$ cat config.mk
export PLATFORM = sky130hd
export DESIGN_NAME = checksummed_word_link_ack_retry_core
export DESIGN_NICKNAME = d
export VERILOG_FILES = /design/src/rtl/core/cwl_pkg.sv /design/src/rtl/core/checksummed_word_link_ack_retry_core.sv /design/src/rtl/core/cwl_step.sv /design/src/rtl/core/cwl_outq.sv
export SDC_FILE = /design/constraint.sdc
export NUM_CORES = 1
export LEC_CHECK = 0
export BUFFER_PORTS_ARGS = -buffer_cell sky130_fd_sc_hd__buf_2
export CORE_AREA = 2 2 133 135
export DETAILED_ROUTE_END_ITERATION = 6
export DIE_AREA = 0 0 135 137
export PLACE_DENSITY = 0.84
export SYNTH_ARGS = -nofsm -noshare
export SYNTH_HDL_FRONTEND = slang
export SYNTH_SLANG_ARGS = --single-unit
$ cat constraint.sdc
create_clock -name clk -period 5.3 [get_ports clk]
set_input_delay 0 -clock clk [delete_from_list [all_inputs] [get_ports clk]]
set_output_delay 0 -clock clk [all_outputs]
set_load 0.01 [all_outputs]
$ cat src/rtl/core/cwl_pkg.sv
package cwl_pkg;

  typedef enum logic [1:0] {
    MODE_SEND    = 2'd0,
    MODE_RECV    = 2'd1,
    MODE_BYTE    = 2'd2,
    MODE_TIMEOUT = 2'd3
  } mode_t;

  typedef enum logic [2:0] {
    KIND_BYTE    = 3'd0,
    KIND_WORD    = 3'd1,
    KIND_DONE    = 3'd2,
    KIND_TIMEOUT = 3'd3,
    KIND_DATAERR = 3'd4
  } kind_t;

  typedef enum logic [4:0] {
    PH_IDLE  = 5'b00001,
    PH_REPLY = 5'b00010,
    PH_HI    = 5'b00100,
    PH_LO    = 5'b01000,
    PH_SUM   = 5'b10000
  } phase_t;

  // Register indexes on the configuration port
  typedef enum logic [1:0] {
    REG_ACK   = 2'd0,
    REG_NAK   = 2'd1,
    REG_LIMIT = 2'd2
  } reg_idx_t;

  localparam logic [7:0] ACK_RESET   = 8'd6;
  localparam logic [7:0] NAK_RESET   = 8'd21;
  localparam logic [7:0] LIMIT_RESET = 8'd3;
  localparam logic [15:0] LOW_MASK   = 16'h00ff;

  typedef struct packed {
    logic [7:0] ack_value;
    logic [7:0] nak_value;
    logic [7:0] attempt_limit;
  } cfg_t;

  typedef struct packed {
    kind_t       kind;
    logic [7:0]  tx_byte;
    logic [15:0] rx_word;
  } res_t;

  // Up to three results caused by one input transfer
  typedef struct packed {
    logic [1:0]     count;
    res_t [2:0]     res;
  } bundle_t;

  function automatic res_t mk_res(kind_t k, logic [7:0] t, logic [15:0] w);
    res_t r;
    r.kind    = k;
    r.tx_byte = t;
    r.rx_word = w;
    return r;
  endfunction

  function automatic logic [7:0] frame_sum(logic [15:0] w);
    logic [15:0] lo;
    lo = w & LOW_MASK;
    return lo[7:0] + w[15:8];
  endfunction

endpackage

$ cat src/rtl/core/checksummed_word_link_ack_retry_core.sv
// Stop-and-wait word link engine with an 8-bit additive checksum.
// Input channel (in_valid/in_stall): one transfer carries a command or a link
//   event: mode selects start send, start receive, byte from link or link
//   timeout; send_word and link_byte carry the payload.
// Output channel (out_valid/out_stall): one transfer per result; kind tells
//   a byte to the link, a received word, send done, timeout or data error.
//   last marks the final result caused by one input transfer.
// Configuration: cfg_we/cfg_index/cfg_data write ack_value, nak_value and
//   attempt_limit; write only while the link is quiet.
// The first result of an input shows on the output in the cycle after its
//   transfer when the queue is empty, later when it waits behind queued
//   results. Throughput: one input per cycle while in_stall is low;
//   results drain at one per cycle while out_stall is low, through a
//   two-entry queue of result bundles (up to three results per input).
// in_stall rises only when both queue entries hold undelivered results.
// A stalled receiver holds the current result steady; inputs keep flowing
//   until the queue fills.
// Reset (rst, synchronous): link goes idle, queue empties, registers return
//   to ack 6, nak 21, attempt limit 3.
module checksummed_word_link_ack_retry_core (
  input  logic           clk,
  input  logic           rst,
  input  logic           in_valid,
  output logic           in_stall,
  input  logic [1:0]     mode,
  input  logic [15:0]    send_word,
  input  logic [7:0]     link_byte,
  output logic           out_valid,
  input  logic           out_stall,
  output cwl_pkg::kind_t kind,
  output logic [7:0]     tx_byte,
  output logic [15:0]    rx_word,
  output logic           last,
  input  logic           cfg_we,
  input  logic [1:0]     cfg_index,
  input  logic [7:0]     cfg_data
);
  import cwl_pkg::*;

  cfg_t    cfg;
  bundle_t bnd;
  logic    fire, push, full;

  // Hold the link registers; a write to an unused index is dropped.
  always_ff @(posedge clk) begin
    if (rst) begin
      cfg.ack_value     <= ACK_RESET;
      cfg.nak_value     <= NAK_RESET;
      cfg.attempt_limit <= LIMIT_RESET;
    end else if (cfg_we) begin
      case (reg_idx_t'(cfg_index))
        REG_ACK:   cfg.ack_value     <= cfg_data;
        REG_NAK:   cfg.nak_value     <= cfg_data;
        REG_LIMIT: cfg.attempt_limit <= cfg_data;
        default: ;
      endcase
    end
  end

  assign in_stall = full;
  assign fire     = in_valid && !in_stall;
  // Inputs that cause no result leave the queue alone
  assign push     = fire && (bnd.count != 2'd0);

  cwl_step u_step (
    .clk       (clk),
    .rst       (rst),
    .fire      (fire),
    .mode      (mode),
    .send_word (send_word),
    .link_byte (link_byte),
    .cfg       (cfg),
    .bnd       (bnd)
  );

  cwl_outq u_outq (
    .clk       (clk),
    .rst       (rst),
    .push      (push),
    .bnd       (bnd),
    .full      (full),
    .out_valid (out_valid),
    .out_stall (out_stall),
    .kind      (kind),
    .tx_byte   (tx_byte),
    .rx_word   (rx_word),
    .last      (last)
  );

endmodule

$ cat src/rtl/core/cwl_step.sv
module cwl_step (
  input  logic             clk,
  input  logic             rst,
  input  logic             fire,
  input  logic [1:0]       mode,
  input  logic [15:0]      send_word,
  input  logic [7:0]       link_byte,
  input  cwl_pkg::cfg_t    cfg,
  output cwl_pkg::bundle_t bnd
);
  import cwl_pkg::*;

  phase_t      phase, phase_next;
  logic [15:0] held_word, held_word_next;
  logic [7:0]  attempt_count, attempt_count_next;

  logic [7:0] da, dn, lim, cnt_inc;
  logic       fail_hit;

  always_comb begin
    da       = (link_byte > cfg.ack_value) ? link_byte - cfg.ack_value
                                           : cfg.ack_value - link_byte;
    dn       = (link_byte > cfg.nak_value) ? link_byte - cfg.nak_value
                                           : cfg.nak_value - link_byte;
    lim      = (cfg.attempt_limit == 8'd0) ? 8'd1 : cfg.attempt_limit;
    cnt_inc  = attempt_count + 8'd1;
    fail_hit = cnt_inc >= lim;
  end

  always_comb begin
    phase_next         = phase;
    held_word_next     = held_word;
    attempt_count_next = attempt_count;
    bnd                = '0;
    case (mode_t'(mode))
      MODE_TIMEOUT: begin
        if (phase != PH_IDLE) begin
          phase_next = PH_IDLE;
          bnd.count  = 2'd1;
          bnd.res[0] = mk_res(KIND_TIMEOUT, 8'd0, 16'd0);
        end
      end
      MODE_SEND: begin
        if (phase == PH_IDLE) begin
          attempt_count_next = 8'd0;
          held_word_next     = send_word;
          phase_next         = PH_REPLY;
          bnd.count  = 2'd3;
          bnd.res[0] = mk_res(KIND_BYTE, send_word[15:8], 16'd0);
          bnd.res[1] = mk_res(KIND_BYTE, send_word[7:0], 16'd0);
          bnd.res[2] = mk_res(KIND_BYTE, frame_sum(send_word), 16'd0);
        end
      end
      MODE_RECV: begin
        if (phase == PH_IDLE) begin
          attempt_count_next = 8'd0;
          held_word_next     = 16'd0;
          phase_next         = PH_HI;
        end
      end
      MODE_BYTE: begin
        case (phase)
          PH_IDLE: ; // stray byte, drop
          PH_REPLY: begin
            if (da < dn) begin
              phase_next = PH_IDLE;
              bnd.count  = 2'd1;
              bnd.res[0] = mk_res(KIND_DONE, 8'd0, 16'd0);
            end else begin
              attempt_count_next = cnt_inc;
              if (fail_hit) begin
                phase_next = PH_IDLE;
                bnd.count  = 2'd1;
                bnd.res[0] = mk_res(KIND_DATAERR, 8'd0, 16'd0);
              end else begin
                bnd.count  = 2'd3;
                bnd.res[0] = mk_res(KIND_BYTE, held_word[15:8], 16'd0);
                bnd.res[1] = mk_res(KIND_BYTE, held_word[7:0], 16'd0);
                bnd.res[2] = mk_res(KIND_BYTE, frame_sum(held_word), 16'd0);
              end
            end
          end
          PH_HI: begin
            held_word_next = {link_byte, 8'd0};
            phase_next     = PH_LO;
          end
          PH_LO: begin
            held_word_next = {held_word[15:8], link_byte};
            phase_next     = PH_SUM;
          end
          PH_SUM: begin
            if (frame_sum(held_word) == link_byte) begin
              phase_next = PH_IDLE;
              bnd.count  = 2'd2;
              bnd.res[0] = mk_res(KIND_BYTE, cfg.ack_value, 16'd0);
              bnd.res[1] = mk_res(KIND_WORD, 8'd0, held_word);
            end else begin
              attempt_count_next = cnt_inc;
              bnd.res[0] = mk_res(KIND_BYTE, cfg.nak_value, 16'd0);
              if (fail_hit) begin
                phase_next = PH_IDLE;
                bnd.count  = 2'd2;
                bnd.res[1] = mk_res(KIND_DATAERR, 8'd0, 16'd0);
              end else begin
                phase_next = PH_HI;
                bnd.count  = 2'd1;
              end
            end
          end
          default: phase_next = PH_IDLE;
        endcase
      end
      default: ;
    endcase
  end

  always_ff @(posedge clk) begin
    if (rst) begin
      phase         <= PH_IDLE;
      held_word     <= 16'd0;
      attempt_count <= 8'd0;
    end else if (fire) begin
      phase         <= phase_next;
      held_word     <= held_word_next;
      attempt_count <= attempt_count_next;
    end
  end

endmodule

$ cat src/rtl/core/cwl_outq.sv
module cwl_outq (
  input  logic             clk,
  input  logic             rst,
  input  logic             push,
  input  cwl_pkg::bundle_t bnd,
  output logic             full,
  output logic             out_valid,
  input  logic             out_stall,
  output cwl_pkg::kind_t   kind,
  output logic [7:0]       tx_byte,
  output logic [15:0]      rx_word,
  output logic             last
);
  import cwl_pkg::*;

  bundle_t    q [2];
  logic       wr_ptr, rd_ptr;
  logic [1:0] fill;
  logic [1:0] sub;
  bundle_t    head;
  res_t       cur;
  logic       pop;

  always_comb begin
    head      = q[rd_ptr];
    cur       = head.res[sub];
    out_valid = fill != 2'd0;
    full      = fill == 2'd2;
    kind      = cur.kind;
    tx_byte   = cur.tx_byte;
    rx_word   = cur.rx_word;
    last      = sub == (head.count - 2'd1);
    pop       = out_valid && !out_stall && last;
  end

  always_ff @(posedge clk) begin
    if (push) begin
      q[wr_ptr] <= bnd;
    end
  end

  always_ff @(posedge clk) begin
    if (rst) begin
      wr_ptr <= 1'b0;
      rd_ptr <= 1'b0;
      fill   <= 2'd0;
      sub    <= 2'd0;
    end else begin
      if (push) wr_ptr <= ~wr_ptr;
      if (pop) rd_ptr <= ~rd_ptr;
      // advance within the bundle, rewind on its final result
      if (out_valid && !out_stall) begin
        sub <= last ? 2'd0 : sub + 2'd1;
      end
      case ({push, pop})
        2'b10:   fill <= fill + 2'd1;
        2'b01:   fill <= fill - 2'd1;
        default: fill <= fill;
      endcase
    end
  end

endmodule

# Word level (Yosys, flattened, before mapping)
# Memories as Yosys holds them, arrays and structs flattened. A register that Yosys moved wholly into a read port is not among the register bits.
# Cells that the tools add are included.
# word_totals
register_bits	59
latchBits	0
mem_bits_rw	166
mem_bits_ro	0
output_inout_bits	30
word_cells	128
mem_count	1
# memory_table
name	words	word_bits	read_ports	rd_clocked_by_memory_dff	write_ports	line_no	rtl
u_outq.q	2	83	1	1	1	cwl_outq.sv:16	bundle_t q [2];
# classes
n_addsub	11
mul	0
div_mod_pow	0
magnitude_cmp	5
eq_ne	28
shift	0
mux	48
bitwise	2
reduce_logical	22
# op_table
operator	count
$pmux W54 S2	2
$mux W27	5
$mux W54	2
$mux W83	1
$pmux W27 S3	1
$bmux W27 S2	1
$mux W51	1
$mux W8	6
$pmux W16 S3	1
$mux W16	2
$pmux W16 S2	1
$pmux W8 S2	2
$sub A8 B8 Y8	4
$mux W26	1
$mux W5	5
$pmux W5 S5	1
$pmux W5 S4	1
$reduce_and A6 Y1	3
$add A8 B8 Y8	2
$gt A8 B8 Y1	2
$ne A3 B3 Y1 const B	4
$eq A2 B2 Y1 const B	5
$mux W2	5
$add A8 B1 Y8 const B	1
other kinds (31)	57

# Longest topological paths before layout
# Gate-level depths: netlist of run 1.
# depth
depth_word	11
ltp_mapped	21
depth_no_buf	20

# By module
# Synthesis of run 1 repeated with hierarchy kept, for this count alone.
# unflattened
cells_unflattened	1068
area_unflattened_um2	12500.7
# by_module_without_submodules
mod	instances	cells_each	area_each_um2
cwl_outq	1	335	6616.3
cwl_step	1	634	4858.4
checksummed_word_link_ack_retry_core	1	99	1026.0

# Worst setup path before layout of run 1
# No wires, ideal clock.
# synth_path
path_kind	register to register
from	register cfg[16] (netlist name)
to	register u_step.phase[4]
setup_ps	70
arrival_ps	4275
path_slack_ps	955
path_stages_with_launch	21
n_path_buf	1
synth_period_minus_slack_ps	4345
cell_sequence	dfxtp_1 ha_1 inv_1 fa_1 nand3_1 a21oi_1 o32ai_4 mux2_2 o21a_1 o21ai_1 nor2b_1 xnor2_1 ha_1 a21oi_1 o21ai_0 a31oi_2 nor3b_4 nand2b_1 buf_2 or3b_2 a21oi_1
# synth_via
elab_chain_len	6
word_cells_on_any_way	10
cone_classes	add/sub (2); order compare (2); eq/ne (1); mux (4); reduce/logical (1)
# synth_lines
item	line_no	rtl
$sub A8 B8 Y8, or another cell as far along	cwl_step.sv:22	: cfg.ack_value - link_byte;
$mux W8 *	cwl_step.sv:21	da = (link_byte > cfg.ack_value) ? link_byte - cfg.ack_value
$lt A8 B8 Y1 *	cwl_step.sv:65	if (da < dn) begin
$mux W5	cwl_step.sv:65	
$pmux W5 S5	cwl_step.sv:62	case (phase)
$pmux W5 S4	cwl_step.sv:35	case (mode_t'(mode))
end signal, assigned	cwl_step.sv:123	phase <= phase_next;
end, declared	cwl_step.sv:13	phase_t phase, phase_next;
# Every way passes the cells marked *; elsewhere a longest branch is shown, timed or not.
# A chain may end at the register's enable or synchronous reset.

# Worst setup path after layout of run 1
# layout_path
from	register cfg[8] (netlist name)
to	register u_step.phase[4]
# layout_via
elab_chain_len	6
word_cells_on_any_way	10
cone_classes	add/sub (2); order compare (2); eq/ne (1); mux (4); reduce/logical (1)
# layout_lines
item	line_no	rtl
$sub A8 B8 Y8, or another cell as far along	cwl_step.sv:24	: cfg.nak_value - link_byte;
$mux W8 *	cwl_step.sv:23	dn = (link_byte > cfg.nak_value) ? link_byte - cfg.nak_value
$lt A8 B8 Y1 *	cwl_step.sv:65	
$mux W5	cwl_step.sv:65	
$pmux W5 S5	cwl_step.sv:62	
$pmux W5 S4	cwl_step.sv:35	
# Marked as above.

==> results of run 1 <==
registers in the layout (all words and copies together), names as in the netlist, named ones only:
| name | cells |
|---|---|
| u_step.attempt_count | 8 |
| u_outq.rd_ptr | 1 |
| u_outq.sub | 2 |
| u_step.phase | 5 |
| u_outq.q | 94 |
| u_outq.fill | 2 |
| u_step.held_word | 16 |
| cfg | 24 |
| u_outq.wr_ptr | 1 |
final cells by class:
type	instances	area share, %
sequential	154	37.0
clock inverter	15	2.16
clock buffer	17	3.91
multi-input combinational	644	44.4
inverter	64	2.21
timing repair buffer	122	7.73
tap	225	2.59
power groups by stage:
| stage | logic [mW] | clock network [mW] | registers (mW) |
|---|---|---|---|
| after floorplan | 0.419 | 0 | 1.36 |
| after global placement | 0.547 | 0 | 1.37 |
| after detailed placement | 0.561 | 0 | 1.38 |
| after CTS | 0.598 | 1.37 | 1.35 |
| after global routing | 0.672 | 1.41 | 1.36 |
| final | 0.611 | 1.36 | 1.35 |
cell families (layout without fill, tap and decap cells):
kind of cell,count (synthesis),count (layout),share of synthesized area [%]
AO/OA/AOI/OAI,198,198,15.2
XOR/XNOR,42,42,4.27
adder cells (fa/ha/maj),73,73,10.4
buffers and inverters,103,218,4.34
flip-flops,154,154,43.5
multiplexers,61,61,8.03
AND/OR/NAND/NOR,270,270,14.3
through the flow:
| step | std cells | hold WS [ns] |
|---|---|---|
| after global routing | 1241 | 0.0582 |
| after floorplan | 901 | 0.118 |
| after detailed placement | 1164 | 0.252 |
| final | 1241 | 0.0227 |
| after global placement | 1164 | 0.249 |
| after CTS | 1236 | 0.00971 |
layout by cell type, fill, tap and decap left out, drive strengths merged, types with 24 or more instances in the layout:
cell type / netlist / final
nand2: 48 / 48
inv: 64 / 70
a21oi: 52 / 52
xnor2: 24 / 24
nand2b: 25 / 25
dfxtp: 60 / 60
edfxtp: 94 / 94
nor2: 100 / 100
nand3: 25 / 25
buf: 10 / 82
ha: 67 / 67
dlygate4sd3: 0 / 40
mux2i: 45 / 45
worst paths after layout:
kind,startpoint,end,cells after the start
worst max-delay path,cfg[8],u_step.phase[4],19
worst min-delay path,mode[0],u_step.phase[2],3
worst min register to register,cfg[0],cfg[0],1
worst max register to register,cfg[8],u_step.phase[4],19
layer usage:
metal  track usage (%)  share of wire (%)  vias up
li1                  -                  -     3478
met1              33.4                 42     3544
met2              41.3                 48      377
met3              4.44                7.2       55
met4              9.66                2.7        0
met5                 0                  0        -
worst max-delay path: stages, from the launching register on:
cell,delay (ns)
dfxtp_1,0.37
ha_1,0.19
inv_1,0.06
fa_1,0.38
nand3_1,0.10
a21boi_1,0.14
o31ai_4,0.43
buf_4,0.23
mux2_2,0.36
nand2_1,0.07
o2111ai_1,0.11
a21oi_1,0.19
xor2_1,0.17
ha_1,0.27
a21o_1,0.17
a31oi_2,0.36
nor3b_4,0.11
nand2b_1,0.28
or3b_2,0.50
a21oi_1,0.14
repair_timing:
action                     in CTS  in global routing
setup endpoints to repair       0                  1
hold buffers                   40                  0
hold endpoints to repair       52                  0
resized for setup               0                  0
setup buffers                   0                  5
==> run_results.csv, run 1 <==
group,metric,value,unit
final_layout,final_util,63.8,%
critical_path,crit_arrival,5.07,ns
synth,synthesis.area,9250,um^2
pwr,clock_power_share,40.9,%
floorplanning,initial_core_util,54.2,%
critical_path,start_kind,"flop",
timing,tightest_slew,1.20,ns
pwr,combPwrFrac,18.4,%
timing,fin_setup_tns,0,ns
pwr,seq_power_share,40.7,%
routing,drtIter0Drc,648,
clock_tree,clockBufferDepth,2,
timing,finalHoldViolations,0,
synth,synth_cells,901,
synth,yosysTopAreaCellShare,30.5,%
global_route,grt_max_degree,61,
clock_tree,cts.clk_slew.worst_paths,0.06,ns
pwr,p_int,2.42,mW
routing,ant_nets,0,
routing,via_count,7454,
final_layout,fillers,1284,
critical_path,rrSetupSlack,0.58,ns
timing,fin_ws,0.580,ns
global_route,grt_usage,25.2,%
pwr,p_per_area,305,nW/um^2
synth,yosysWarnings,0,
floorplanning,die_area,18500,um^2
synth,synth-seq-cells,154,
placed_design,place_area,9790,um^2
placed_design,hpwl,15800,um
placed_design,pre_cts_slack,0.508,ns
final_layout,diodes,0,
synth,synth_edf_count,94,
synth,yosysTopAreaCell,"edfxtp_1",
timing,slew_violations,0,
critical_path,critPathMaxFanout,7,
final_layout,syn2layout_area_growth,17.6,%
timing,max_freq,212,MHz
timing,setup_viol,0,
clock_tree,cts_tree,"built",
job,cap_violations,0,
placed_design,gp_congestion,0.985,
timing,slew-limit-headroom,19.7,%
global_route,overflow,0,
clock_tree,clock_latency,0.43,ns
floorplanning,ios,71,
pwr,swShare,27.0,%
worst_hold_path,min_path_type,"input pin to flop",
timing,fin_crit_sh,89.1,%
pwr,p_leak,4.40,nW
clock_tree,cts_sinks,154,
timing,fin_skew,0.00944,ns
pwr,power_switching,897,uW
routing,drc,0,
routing,drt-total-wl,22600,um
pwr,ir_drop,215,uV
synth,synth_nets,1015,
critical_path,cp-end-kind,"flop",
critical_path,crit_type,"flop to flop",
clock_tree,cts_made_buffers,17,
final_layout,drive_above_1_share,14.8,%
clock_tree,cts_root_buf,"clkbuf_16",
floorplanning,placementRows,48,
global_route,grt_pass1_wl,36000,um
final_layout,stdcell_area,10900,um^2
placed_design,io_buffers,70,
synth,ys.flop_type,"edfxtp_1",
synth,synth_common_cells,"100 x nor2_1, 94 x edfxtp_1, 67 x ha_1",
synth,ys_top_cells_by_area,"edfxtp_1 31%, dfxtp_1 13%, ha_1 9.1%, mux2i_1 4.9%, nor2_1 4.1%",
clock_tree,htreeDepth,4,
synth,syn_area_per_cell,10.3,um^2
routing,via_per_inst,6.01,
floorplanning,die_w,135,um
routing,routedWlPerCell,18.2,um
floorplanning,core-area,17100,um^2
routing,dr.pass1.iters,5,
final_layout,regArea,4030,um^2
floorplanning,dieHeight,137,um
synth,ys_types,68,
timing,period_needed,4.72,ns
final_layout,layout.nets,1117,
final_layout,multi_input_area,4840,um^2
global_route,grt_pass1_vias,7013,
global_route,antenna_found_initial,0,
pwr,p_total,3.32,mW
synth,yosysMostFrequentCell,"nor2_1",
synth,synthArstFlopShare,0,%
synth,synth_seq_area_share,43.5,%
outcome,status,"finished clean",
critical_path,cp.required,5.65,ns
timing,grt_setup_unrepaired,"no",
Power figures use the tool's default switching activity.
==> run 2, diff against run 1 <==
CELL_PAD_IN_SITES_DETAIL_PLACEMENT = 1   (was not set)
CELL_PAD_IN_SITES_GLOBAL_PLACEMENT = 1   (was not set)
CORE_AREA = 2 2 183 113   (was 2 2 133 135)
DIE_AREA = 0 0 185 115   (was 0 0 135 137)
PLACE_DENSITY = 0.9   (was 0.84)
clock period = 5.2 ns   (was 5.3 ns; I/O delays follow)
==> run_results.csv, run 2 (same netlist as run 1, synthesis figures left out) <==
group,metric,value,unit
timing,slew-limit-headroom,11.8,%
final_layout,layout_common_cells,"99 x nor2_1, 94 x edfxtp_1, 70 x buf_2",
global_route,overflow,0,
final_layout,syn2layout_area_growth,17.9,%
final_layout,reg_top3,"u_outq.q: 94 flops, cfg: 24 flops, u_step.held_word: 16 flops",
pwr,p_int,2.43,mW
pwr,ir_drop,240,uV
timing,finalHoldViolations,0,
pwr,p_per_area,319,nW/um^2
clock_tree,cts_tree,"built",
global_route,grt_max_degree,48,
critical_path,cp-end-kind,"flop",
routing,dr.pass1.iters,6,
global_route,antenna_found_initial,0,
timing,period_needed,4.93,ns
timing,fin_crit_sh,94.8,%
final_layout,regArea,4030,um^2
global_route,grt_pass1_vias,8111,
placed_design,hpwl,22500,um
critical_path,crit_arrival,5.31,ns
final_layout,largest_reg_flops,94,
floorplanning,ios,71,
final_layout,drive_above_1_share,14.5,%
pwr,p_leak,4.36,nW
routing,via_count,7874,
floorplanning,die_area,21300,um^2
clock_tree,clockBufferDepth,2,
clock_tree,cts.clk_slew.worst_paths,0.07,ns
routing,routedWlPerCell,25.2,um
clock_tree,post_cts_buffers,0,
pwr,seq_power_share,40.0,%
final_layout,top_register,"u_outq.q",
clock_tree,cts_sinks,154,
critical_path,cp_top_family,"compound AO/OA/AOI/OAI gates",
critical_path,path_buf_inv,2,
critical_path,cp.required,5.59,ns
routing,drc,0,
pwr,swShare,30.2,%
routing,drtIter0Drc,874,
clock_tree,htreeDepth,4,
final_layout,stdcell_area,10900,um^2
floorplanning,dieHeight,115,um
critical_path,crit_type,"flop to flop",
critical_path,slowest_stage,"or3b_2",
timing,setup_viol,0,
placed_design,place_area,9860,um^2
critical_path,start_kind,"flop",
clock_tree,cts_resized,0,
global_route,grt_usage,31.3,%
pwr,clock_power_share,40.2,%
critical_path,critPathMaxFanout,9,
final_layout,multi_input_area,4840,um^2
timing,grt_setup_unrepaired,"no",
floorplanning,die_w,185,um
placed_design,gp_congestion,0.969,
critical_path,crit_top_cell,"a21oi_1",
worst_hold_path,min_path_type,"input pin to flop",
floorplanning,placementRows,40,
pwr,combPwrFrac,19.7,%
critical_path,path_cells,"ha_1 -> inv_1 -> fa_1 -> nand3_1 -> a21oi_1 -> o32ai_4 -> buf_4 -> mux2i_1 -> o21a_1 -> o21ai_1 -> nor2b_1 -> xnor2_1 -> ha_1 -> a21oi_1 -> o21ai_0 -> a31oi_2 -> nor3b_4 -> nand2b_1 -> or3b_2 -> a21oi_1",
timing,fin_skew,0.0108,ns
routing,via_per_inst,6.12,
critical_path,critPathMaxStageDelay,0.52,ns
final_layout,fillers,2195,
placed_design,io_buffers,70,
timing,slew_violations,0,
timing,tightest_slew,1.32,ns
clock_tree,cts_made_buffers,17,
job,cap_violations,0,
final_layout,layout.nets,1114,
final_layout,final_common_cell,"nor2_1",
timing,max_freq,203,MHz
routing,ant_nets,0,
timing,fin_setup_tns,0,ns
clock_tree,clock_latency,0.46,ns
clock_tree,cts_root_buf,"clkbuf_16",
floorplanning,core-area,19600,um^2
global_route,grt_pass1_wl,48900,um
pwr,power_switching,1.05,mW
routing,drt-total-wl,32400,um
outcome,status,"finished clean",
floorplanning,initial_core_util,47.2,%
==> run 2: cell type report <==
cell class              count  area share (%)
inverters                  64            2.20
clock buffers              18            3.93
multi-input cells         644            44.4
repair buffers            119            7.52
diodes                      1          0.0229
well taps                 273            3.13
flip-flops and latches    154            36.9
clock inverters            14            1.94
==> run 2: path summary, 6_finish.rpt <==
check	endpoint	cells after the start	start	slack (ns)
setup / recovery	u_step.phase[4]	20	cfg[16]	0.27
hold / removal	cfg[18]	4	cfg_index[0]	0.03
setup reg to reg	u_step.phase[4]	20	cfg[16]	0.27
hold reg to reg	cfg[0]	1	cfg[0]	0.48
==> run 2: power by group through the flow <==
stage                     Sequential, mW  Combinational, mW  Clock, mW
after floorplan                     1.39              0.427          0
after global placement              1.41              0.585          0
after detailed placement            1.41              0.616          0
after CTS                           1.39              0.658       1.40
after global routing                1.39              0.734       1.44
final                               1.39              0.686       1.40
==> run 2: timing repair <==
action | in CTS | in global routing
endpoints found under the setup margin | 0 | 0
endpoints found under the hold margin | 50 | 0
hold buffers | 41 | 0
==> run 2: metrics by stage <==
step	total power, mW	std cells	hold slack, ns	worst slack (ns)	util (%)
floorplan	1.81	901	0.118	0.855	-
global placement	1.99	1213	0.259	0.676	50.2
detailed placement	2.03	1213	0.277	0.493	50.2
CTS	3.45	1286	0.0292	0.395	55.6
global route	3.57	1286	0.0673	0.0178	55.6
finish	3.48	1287	0.0324	0.273	55.6
==> run 2: worst register-to-register path, stage by stage, from the launching register on <==
cell and delay (ns):
dfxtp_1 0.35, ha_1 0.19, inv_1 0.06, fa_1 0.39, nand3_1 0.11, a21oi_1 0.11, o32ai_4 0.30, buf_4 0.25
mux2i_1 0.31, o21a_1 0.20, o21ai_1 0.09, nor2b_1 0.16, xnor2_1 0.36, ha_1 0.32, a21oi_1 0.12, o21ai_0 0.11
a31oi_2 0.37, nor3b_4 0.08, nand2b_1 0.28, or3b_2 0.52, a21oi_1 0.17
==> run 2: routing by layer <==
metal	global-route usage, %	wire, um	share of wire [%]	vias to the layer above
met5	0	0	0	-
met3	9.34	2960	9.1	89
met1	42.3	14000	43	3936
li1	-	-	-	3468
met2	49.2	14700	45	381
met4	8.57	772	2.4	0
